==> src/sv/ffs_pkg.sv <==
package ffs_pkg;

	// timeouts in milliseconds
	localparam logic [31:0] LONG_TIMEOUT_MS  = 32'd20000;
	localparam logic [31:0] SHORT_TIMEOUT_MS = 32'd5000;

	// stream widths
	localparam int unsigned IN_DATA_W  = 80;
	localparam int unsigned OUT_DATA_W = 16;

	// configuration port
	localparam int unsigned CFG_INDEX_W = 2;
	localparam int unsigned CFG_DATA_W  = 8;
	localparam logic [CFG_INDEX_W-1:0] REG_WATCH_HEARTBEAT = 2'd0;
	localparam logic [CFG_INDEX_W-1:0] REG_FORCE_KILL      = 2'd1;
	localparam logic [CFG_INDEX_W-1:0] REG_COMPANION_TYPE  = 2'd2;

	localparam logic [7:0] COMPANION_TYPE_RESET = 8'd18;

	// item kinds
	localparam logic OP_HEARTBEAT = 1'b0;
	localparam logic OP_CHECK     = 1'b1;

	// flight modes
	localparam logic [3:0] MODE_MANUAL = 4'd0;
	localparam logic [3:0] MODE_FBWA   = 4'd1;
	localparam logic [3:0] MODE_FBWB   = 4'd2;
	localparam logic [3:0] MODE_CIRCLE = 4'd3;

	typedef enum logic [2:0] {
		FS_NONE            = 3'd0,
		FS_GPS_SHORT       = 3'd1,
		FS_GPS_LONG        = 3'd2,
		FS_GPS_RECOVERING  = 3'd3,
		FS_FENCE_SECONDARY = 3'd4,
		FS_NO_COMPANION    = 3'd5
	} fs_state_t;

	typedef struct packed {
		logic       watch_heartbeat;
		logic       force_kill;
		logic [7:0] companion_type;
	} cfg_t;

	typedef struct packed {
		logic        operation;
		logic [31:0] now_ms;
		logic [7:0]  heartbeat_type;
		logic [3:0]  flight_mode;
		logic        near_ground;
		logic [31:0] gps_fix_ms;
		logic        breach_now;
	} item_t;

	typedef struct packed {
		logic       ok;
		fs_state_t  fs_state;
		logic       kill_throttle;
		logic [3:0] saved_mode;
	} result_t;

endpackage

==> src/sv/ffs_cfg.sv <==
module ffs_cfg (
	input  logic                               clk,
	input  logic                               arst_n,
	input  logic                               cfg_valid,
	output logic                               cfg_ready,
	input  logic [ffs_pkg::CFG_INDEX_W-1:0]    cfg_index,
	input  logic [ffs_pkg::CFG_DATA_W-1:0]     cfg_data,
	output ffs_pkg::cfg_t                      cfg
);

	ffs_pkg::cfg_t cfg_q;

	assign cfg_ready = 1'b1;
	assign cfg       = cfg_q;

	// register writes, one per transfer
	always_ff @(posedge clk or negedge arst_n) begin
		if (!arst_n) begin
			cfg_q.watch_heartbeat <= 1'b1;
			cfg_q.force_kill      <= 1'b0;
			cfg_q.companion_type  <= ffs_pkg::COMPANION_TYPE_RESET;
		end else if (cfg_valid && cfg_ready) begin
			case (cfg_index)
				ffs_pkg::REG_WATCH_HEARTBEAT: cfg_q.watch_heartbeat <= cfg_data[0];
				ffs_pkg::REG_FORCE_KILL:      cfg_q.force_kill      <= cfg_data[0];
				ffs_pkg::REG_COMPANION_TYPE:  cfg_q.companion_type  <= cfg_data;
				default: ;
			endcase
		end
	end

endmodule

==> src/sv/ffs_core.sv <==
module ffs_core (
	input  logic             clk,
	input  logic             arst_n,
	input  logic             advance,
	input  ffs_pkg::item_t   item,
	input  ffs_pkg::cfg_t    cfg,
	output ffs_pkg::result_t result
);

	ffs_pkg::fs_state_t state_q, state_d;
	logic [31:0] hb_time_q, hb_time_d;
	logic [31:0] breach_start_q, breach_start_d;
	logic        breach_valid_q, breach_valid_d;
	logic [3:0]  prev_mode_q, prev_mode_d;
	logic        ok;

	logic [31:0] gps_age;
	logic [31:0] breach_from;
	logic [31:0] breach_age;
	logic [31:0] hb_age;
	logic        manual;
	logic        gps_lost_prior;

	assign gps_age     = item.now_ms - item.gps_fix_ms;
	assign breach_from = breach_valid_q ? breach_start_q : item.now_ms;
	assign breach_age  = item.now_ms - breach_from;
	assign hb_age      = item.now_ms - hb_time_q;
	assign manual      = (item.flight_mode == ffs_pkg::MODE_MANUAL) ||
	                     (item.flight_mode == ffs_pkg::MODE_FBWA) ||
	                     (item.flight_mode == ffs_pkg::MODE_FBWB);
	assign gps_lost_prior = (state_q == ffs_pkg::FS_GPS_LONG) ||
	                        (state_q == ffs_pkg::FS_GPS_SHORT) ||
	                        (state_q == ffs_pkg::FS_GPS_RECOVERING);

	// failsafe rules in priority order
	always_comb begin
		state_d        = state_q;
		hb_time_d      = hb_time_q;
		breach_start_d = breach_start_q;
		breach_valid_d = breach_valid_q;
		prev_mode_d    = prev_mode_q;
		ok             = 1'b0;
		if (item.operation == ffs_pkg::OP_HEARTBEAT) begin
			if (item.heartbeat_type == cfg.companion_type) begin
				hb_time_d = item.now_ms;
				ok        = 1'b1;
			end
		end else if (manual || item.near_ground) begin
			state_d = ffs_pkg::FS_NONE;
		end else if (gps_age > ffs_pkg::LONG_TIMEOUT_MS) begin
			state_d = ffs_pkg::FS_GPS_LONG;
		end else if (gps_age >= ffs_pkg::SHORT_TIMEOUT_MS) begin
			if (state_q != ffs_pkg::FS_GPS_SHORT) begin
				prev_mode_d = item.flight_mode;
			end
			state_d = ffs_pkg::FS_GPS_SHORT;
		end else if (gps_lost_prior && item.flight_mode == ffs_pkg::MODE_CIRCLE) begin
			state_d = ffs_pkg::FS_GPS_RECOVERING;
		end else begin
			// fence timer runs on every check that gets this far
			if (item.breach_now) begin
				breach_valid_d = 1'b1;
				breach_start_d = breach_from;
			end else begin
				breach_valid_d = 1'b0;
				breach_start_d = '0;
			end
			if (item.breach_now && breach_age > ffs_pkg::LONG_TIMEOUT_MS) begin
				state_d = ffs_pkg::FS_FENCE_SECONDARY;
			end else if (cfg.watch_heartbeat && hb_age > ffs_pkg::LONG_TIMEOUT_MS) begin
				state_d = ffs_pkg::FS_NO_COMPANION;
			end else begin
				state_d = ffs_pkg::FS_NONE;
				ok      = 1'b1;
			end
		end
	end

	// result reports the state after the item
	always_comb begin
		result.ok            = ok;
		result.fs_state      = state_d;
		result.kill_throttle = (state_d == ffs_pkg::FS_GPS_LONG) ||
		                       (state_d == ffs_pkg::FS_FENCE_SECONDARY) ||
		                       cfg.force_kill;
		result.saved_mode    = prev_mode_d;
	end

	// supervisor state, updated as the item moves to the result register
	always_ff @(posedge clk or negedge arst_n) begin
		if (!arst_n) begin
			state_q        <= ffs_pkg::FS_NONE;
			hb_time_q      <= '0;
			breach_start_q <= '0;
			breach_valid_q <= 1'b0;
			prev_mode_q    <= '0;
		end else if (advance) begin
			state_q        <= state_d;
			hb_time_q      <= hb_time_d;
			breach_start_q <= breach_start_d;
			breach_valid_q <= breach_valid_d;
			prev_mode_q    <= prev_mode_d;
		end
	end

endmodule

==> src/sv/flight_failsafe_supervisor.sv <==
// channel   direction  handshake                      payload
// s_axis    in         s_axis_tvalid / s_axis_tready  tdata: item fields, tuser: operation
// m_axis    out        m_axis_tvalid / m_axis_tready  tdata: result fields
// cfg       in         cfg_valid / cfg_ready          cfg_index, cfg_data
//
// one item per cycle while results are taken; each item waits in the input register,
// where the rule logic runs on it, and then sits in the result register until taken
// supervisor state is updated as an item moves into the result register, so the
// next item in the input register always sees it
// a stalled result holds both stages; the input register still fills when empty
// reset clears valid flags, state and configuration registers to their defaults
module flight_failsafe_supervisor (
	input  logic                                clk,
	input  logic                                arst_n,
	// now_ms[31:0], heartbeat_type[39:32], flight_mode[43:40], near_ground[44],
	// gps_fix_ms[76:45], breach_now[77], zero[79:78]
	input  logic [ffs_pkg::IN_DATA_W-1:0]       s_axis_tdata,
	// operation[0]
	input  logic                                s_axis_tuser,
	input  logic                                s_axis_tvalid,
	output logic                                s_axis_tready,
	// ok[0], fs_state[3:1], kill_throttle[4], saved_mode[8:5], zero[15:9]
	output logic [ffs_pkg::OUT_DATA_W-1:0]      m_axis_tdata,
	output logic                                m_axis_tvalid,
	input  logic                                m_axis_tready,
	input  logic                                cfg_valid,
	output logic                                cfg_ready,
	input  logic [ffs_pkg::CFG_INDEX_W-1:0]     cfg_index,
	input  logic [ffs_pkg::CFG_DATA_W-1:0]      cfg_data
);

	ffs_pkg::cfg_t    cfg;
	ffs_pkg::item_t   item_in;
	ffs_pkg::item_t   item_s1;
	logic             valid_s1;
	ffs_pkg::result_t result;
	ffs_pkg::result_t result_s2;
	logic             valid_s2;
	logic             advance;

	ffs_cfg u_cfg (
		.clk       (clk),
		.arst_n    (arst_n),
		.cfg_valid (cfg_valid),
		.cfg_ready (cfg_ready),
		.cfg_index (cfg_index),
		.cfg_data  (cfg_data),
		.cfg       (cfg)
	);

	// unpack the input transfer
	always_comb begin
		item_in.operation      = s_axis_tuser;
		item_in.now_ms         = s_axis_tdata[31:0];
		item_in.heartbeat_type = s_axis_tdata[39:32];
		item_in.flight_mode    = s_axis_tdata[43:40];
		item_in.near_ground    = s_axis_tdata[44];
		item_in.gps_fix_ms     = s_axis_tdata[76:45];
		item_in.breach_now     = s_axis_tdata[77];
	end

	// stage handshake
	assign advance       = valid_s1 && (!valid_s2 || m_axis_tready);
	assign s_axis_tready = !valid_s1 || advance;

	// input register
	always_ff @(posedge clk or negedge arst_n) begin
		if (!arst_n) begin
			valid_s1 <= 1'b0;
		end else if (s_axis_tready) begin
			valid_s1 <= s_axis_tvalid;
		end
	end

	always_ff @(posedge clk) begin
		if (s_axis_tready && s_axis_tvalid) begin
			item_s1 <= item_in;
		end
	end

	ffs_core u_core (
		.clk     (clk),
		.arst_n  (arst_n),
		.advance (advance),
		.item    (item_s1),
		.cfg     (cfg),
		.result  (result)
	);

	// result register
	always_ff @(posedge clk or negedge arst_n) begin
		if (!arst_n) begin
			valid_s2 <= 1'b0;
		end else if (!valid_s2 || m_axis_tready) begin
			valid_s2 <= valid_s1;
		end
	end

	always_ff @(posedge clk) begin
		if (advance) begin
			result_s2 <= result;
		end
	end

	assign m_axis_tvalid = valid_s2;
	assign m_axis_tdata  = {7'd0, result_s2.saved_mode, result_s2.kill_throttle,
	                        result_s2.fs_state, result_s2.ok};

endmodule
==> config.mk <==
export PLATFORM = sky130hd
export DESIGN_NAME = flight_failsafe_supervisor
export DESIGN_NICKNAME = d
export VERILOG_FILES = /design/src/sv/ffs_pkg.sv /design/src/sv/ffs_cfg.sv /design/src/sv/ffs_core.sv /design/src/sv/flight_failsafe_supervisor.sv
export SDC_FILE = /design/constraint.sdc
export NUM_CORES = 1
export LEC_CHECK = 0
export ABC_AREA = 1
export BUFFER_PORTS_ARGS = -buffer_cell sky130_fd_sc_hd__buf_2
export CORE_ASPECT_RATIO = 0.6
export CORE_MARGIN = 10
export CORE_UTILIZATION = 31
export CTS_CLUSTER_DIAMETER = 120
export DETAILED_ROUTE_END_ITERATION = 12
export PLACE_DENSITY = 0.58
export SETUP_SLACK_MARGIN = 0.05
export SYNTH_ARGS = -nofsm -noshare
export SYNTH_HDL_FRONTEND = slang
export SYNTH_SLANG_ARGS = --single-unit
export TNS_END_PERCENT = 1
==> constraint.sdc <==
create_clock -name clk -period 4.7 [get_ports clk]
set_input_delay 0.47 -clock clk [delete_from_list [all_inputs] [get_ports clk]]
set_output_delay 0.47 -clock clk [all_outputs]
set_load 0.02 [all_outputs]
==> metrics.cfg <==
[sta]
slew_violations=0
period_share_pct=83.9
fin_hold_ws_ns=0.0646
finalSetupViolations=0
fin_crit_ns=3.94
rsz0062_at_grt=false
relSlewSlack_pct=46.9
tns_ns=0
max_freq_ghz=0.254
hold_viol_final=0
clock-skew-final_ns=0.0157
tightest_slew_ns=0.796

[worst_setup_path]
worstPathArrival_ns=4.30
crit_fanout=33
critical-path-top-delay-family=simple AND/OR/NAND/NOR gates
path_buf_inv=1
crit_slowest_cell=edfxtp_1
slowest_delay_ns=0.62
start_kind=flop
crit_chain=ha_1 -> nand2_1 -> nor2_1 -> inv_1 -> nor2_2 -> nand3_1 -> nand4_1 -> nand2_1 -> nor2_1 -> nand3_1 -> nor2_2 -> nand4_2 -> nor2_4 -> nand3_4 -> o21ai_0
cp.required_ns=5.05
path_class=reg2reg
end_kind=flop

[final_layout]
fin_nets=2648
diodes=0
drive_gt1_share_pct=9.36
fillers=5158
area_growth_pct=12.2

[clocking]
cts_buffer_depth=2
cts_root_buf=clkbuf_16
cts_tree=built
hold_buffers=0
cts-buffers-inserted=17
post_cts_buffers=0
ctsHtreeMaxLevel=4
clkSlewWorstSetupHoldPaths_ns=0.08
clkLatencyLatePin_ns=0.46
cts.sinks=172
post_cts_resized=0

[logic_synthesis]
syn_inst=2346
ys_warn_count=0
synth_area_leaders=nand2_1 (23%), edfxtp_1 (18%), dfrtp_1 (13%)
yosys.area.top_type=nand2_1
syn-cell-area_sq_um=15000
synthDistinctLibCells=42
synth.yosys.seq_area_share_pct=31.6
synth_top_area_share_pct=23.4
ys_ff_latch=172
post-synth-top-count-cell=nand2_1
synth_edf_count=88
synthArstFlopShare_pct=48.8
avgSynthCellArea_sq_um=6.41
synth_flop_cell=edfxtp_1
yosys-top-cells-count=nand2_1 (938), inv_1 (472), nor2_1 (176)

[placement]
portBuffers=104
gp_congestion=0.926
hpwl_um=38800

[pwr]
fin_total_pwr_uw=5160
irDropWorstVdd_mv=0.252
leakagePower_uw=0.00934
power_per_cell_area_nw_per_um2=306

[routing]
viasPerCell=4.65
first_pass_iters=5
wirelength_um=46600
vias=14400
drc=0
ant_nets=0
wl_per_cell_um=15.0
drt_iter0_drc=1092

[floorplanning]
die-area_sq_um=58000
rows=62
coreArea_sq_um=47900
die_y_um=191
pin_count=115
start_util_pct=31.4
fp.dieW_um=304

[hold_path]
holdCritPathClass=in2async

[grt]
grt_pass1_wl_um=73600
grt_pass1_vias=13700
grt_max_degree=53
overflow=0
antenna_found_initial=0
track_usage_pct=15.9

[status]
status=finished, final reports clean

[job]
max_cap_violations=0

[cells by family after synthesis]
| kind of cell | after synthesis | synth area share, % |
|---|---|---|
| adders and majority gates | 96 | 8.14 |
| xor gates and xnor gates | 19 | 1.11 |
| muxes | 35 | 2.38 |
| and+or+nand+nor | 1354 | 37.3 |
| AOI/OAI and AO/OA | 160 | 6.37 |
| other | 2 | 0.0499 |
| DFF | 172 | 31.6 |
| buffers and inverters | 508 | 13.1 |
[layout by cell type, fill, tap and decap left out, drive strengths merged]
cell    synthesis  layout
and2            9       9
conb            2       8
clkinv          1       7
clkbuf          8      18
a21oi          67      67
o31ai           1       1
buf            19     112
dfstp           3       3
o21a            5       5
inv           480     488
nand4          36      36
dfrtp          81      81
edfxtp         88      88
nor4            3       3
mux2i          29      29
o21ai          81      81
or2             2       2
o21bai          5       5
nand2         945     945
nand3b         20      20
xnor2           7       7
xor2           12      12
nand3         135     135
nor3            9       9
ha             93      93
nor2          195     195
mux2            6       6
a21o            1       1
fa              3       3
[worst register-to-register path, stage by stage, from the launching register on]
cell and delay, ns:
edfxtp_1 0.62, ha_1 0.49, nand2_1 0.15, nor2_1 0.24, inv_1 0.08, nor2_2 0.14
nand3_1 0.13, nand4_1 0.12, nand2_1 0.08, nor2_1 0.13, nand3_1 0.10, nor2_2 0.24
nand4_2 0.26, nor2_4 0.22, nand3_4 0.46, o21ai_0 0.38
[area by class of cell]
| type | count | area, sq um | share of cell area, % |
|---|---|---|---|
| tap | 640 | 801 | 4.75 |
| multi-input combinational | 1672 | 8360 | 49.5 |
| clock buffer | 18 | 429 | 2.54 |
| inverter | 481 | 1810 | 10.7 |
| sequential | 172 | 4750 | 28.2 |
| clock inverter | 14 | 144 | 0.853 |
| timing repair buffer | 112 | 583 | 3.46 |
[report_power, final]
part	internal, uW	total (uW)	switching (uW)
clock	709	1420	710
combinational	619	1900	1290
sequential	1730	1830	101
total	3060	5160	2100
[stage by stage]
step	cells	setup slack, ns	area [sq um]	util (%)
final	3109	0.758	16900	35.2
after global routing	3109	0.355	16900	35.2
after CTS	3109	0.723	16900	35.2
after detailed placement	3077	0.763	16300	34.0
after global placement	3077	0.846	16300	34.0
after floorplan	2352	1.39	15100	-
[layer usage]
layer	vias to the layer above	track usage (%)	wire, um
li1	7437	-	-
met4	0	3.16	573
met5	-	0	0
met2	363	24.0	19100
met3	37	2.62	2570
met1	6609	23.5	24300
[path summary, 6_finish.rpt]
check | depth (start not counted) | endpoint | start | slack (ns)
setup reg to reg | 15 | u_core.breach_start_q[5]$_DFFE_PN0P_ | item_s1[64]$_DFFE_PP_ | 0.76
setup / recovery | 15 | u_core.breach_start_q[5]$_DFFE_PN0P_ | item_s1[64]$_DFFE_PP_ | 0.76
max in group asynchronous | 2 | u_core.breach_start_q[16]$_DFFE_PN0P_ | arst_n | 3.64
min in group clk | 1 | item_s1[48]$_DFFE_PP_ | s_axis_tdata[2] | 0.18
hold reg to reg | 2 | u_core.breach_start_q[17]$_DFFE_PN0P_ | u_core.breach_start_q[17]$_DFFE_PN0P_ | 0.48
hold / removal | 1 | u_core.prev_mode_q[1]$_DFFE_PN0P_ | arst_n | 0.06
[flip-flops by register name, summed over array words and instances, names as in the netlist]
signal,flops
item_s1,79
m_axis_tdata,9
m_axis_tvalid,1
u_cfg.cfg,10
u_core.breach_start_q,32
u_core.breach_valid_q,1
u_core.hb_time_q,32
u_core.prev_mode_q,4
u_core.state_q,3
valid_s1,1
Note: power is estimated with default switching activity, not from simulation.
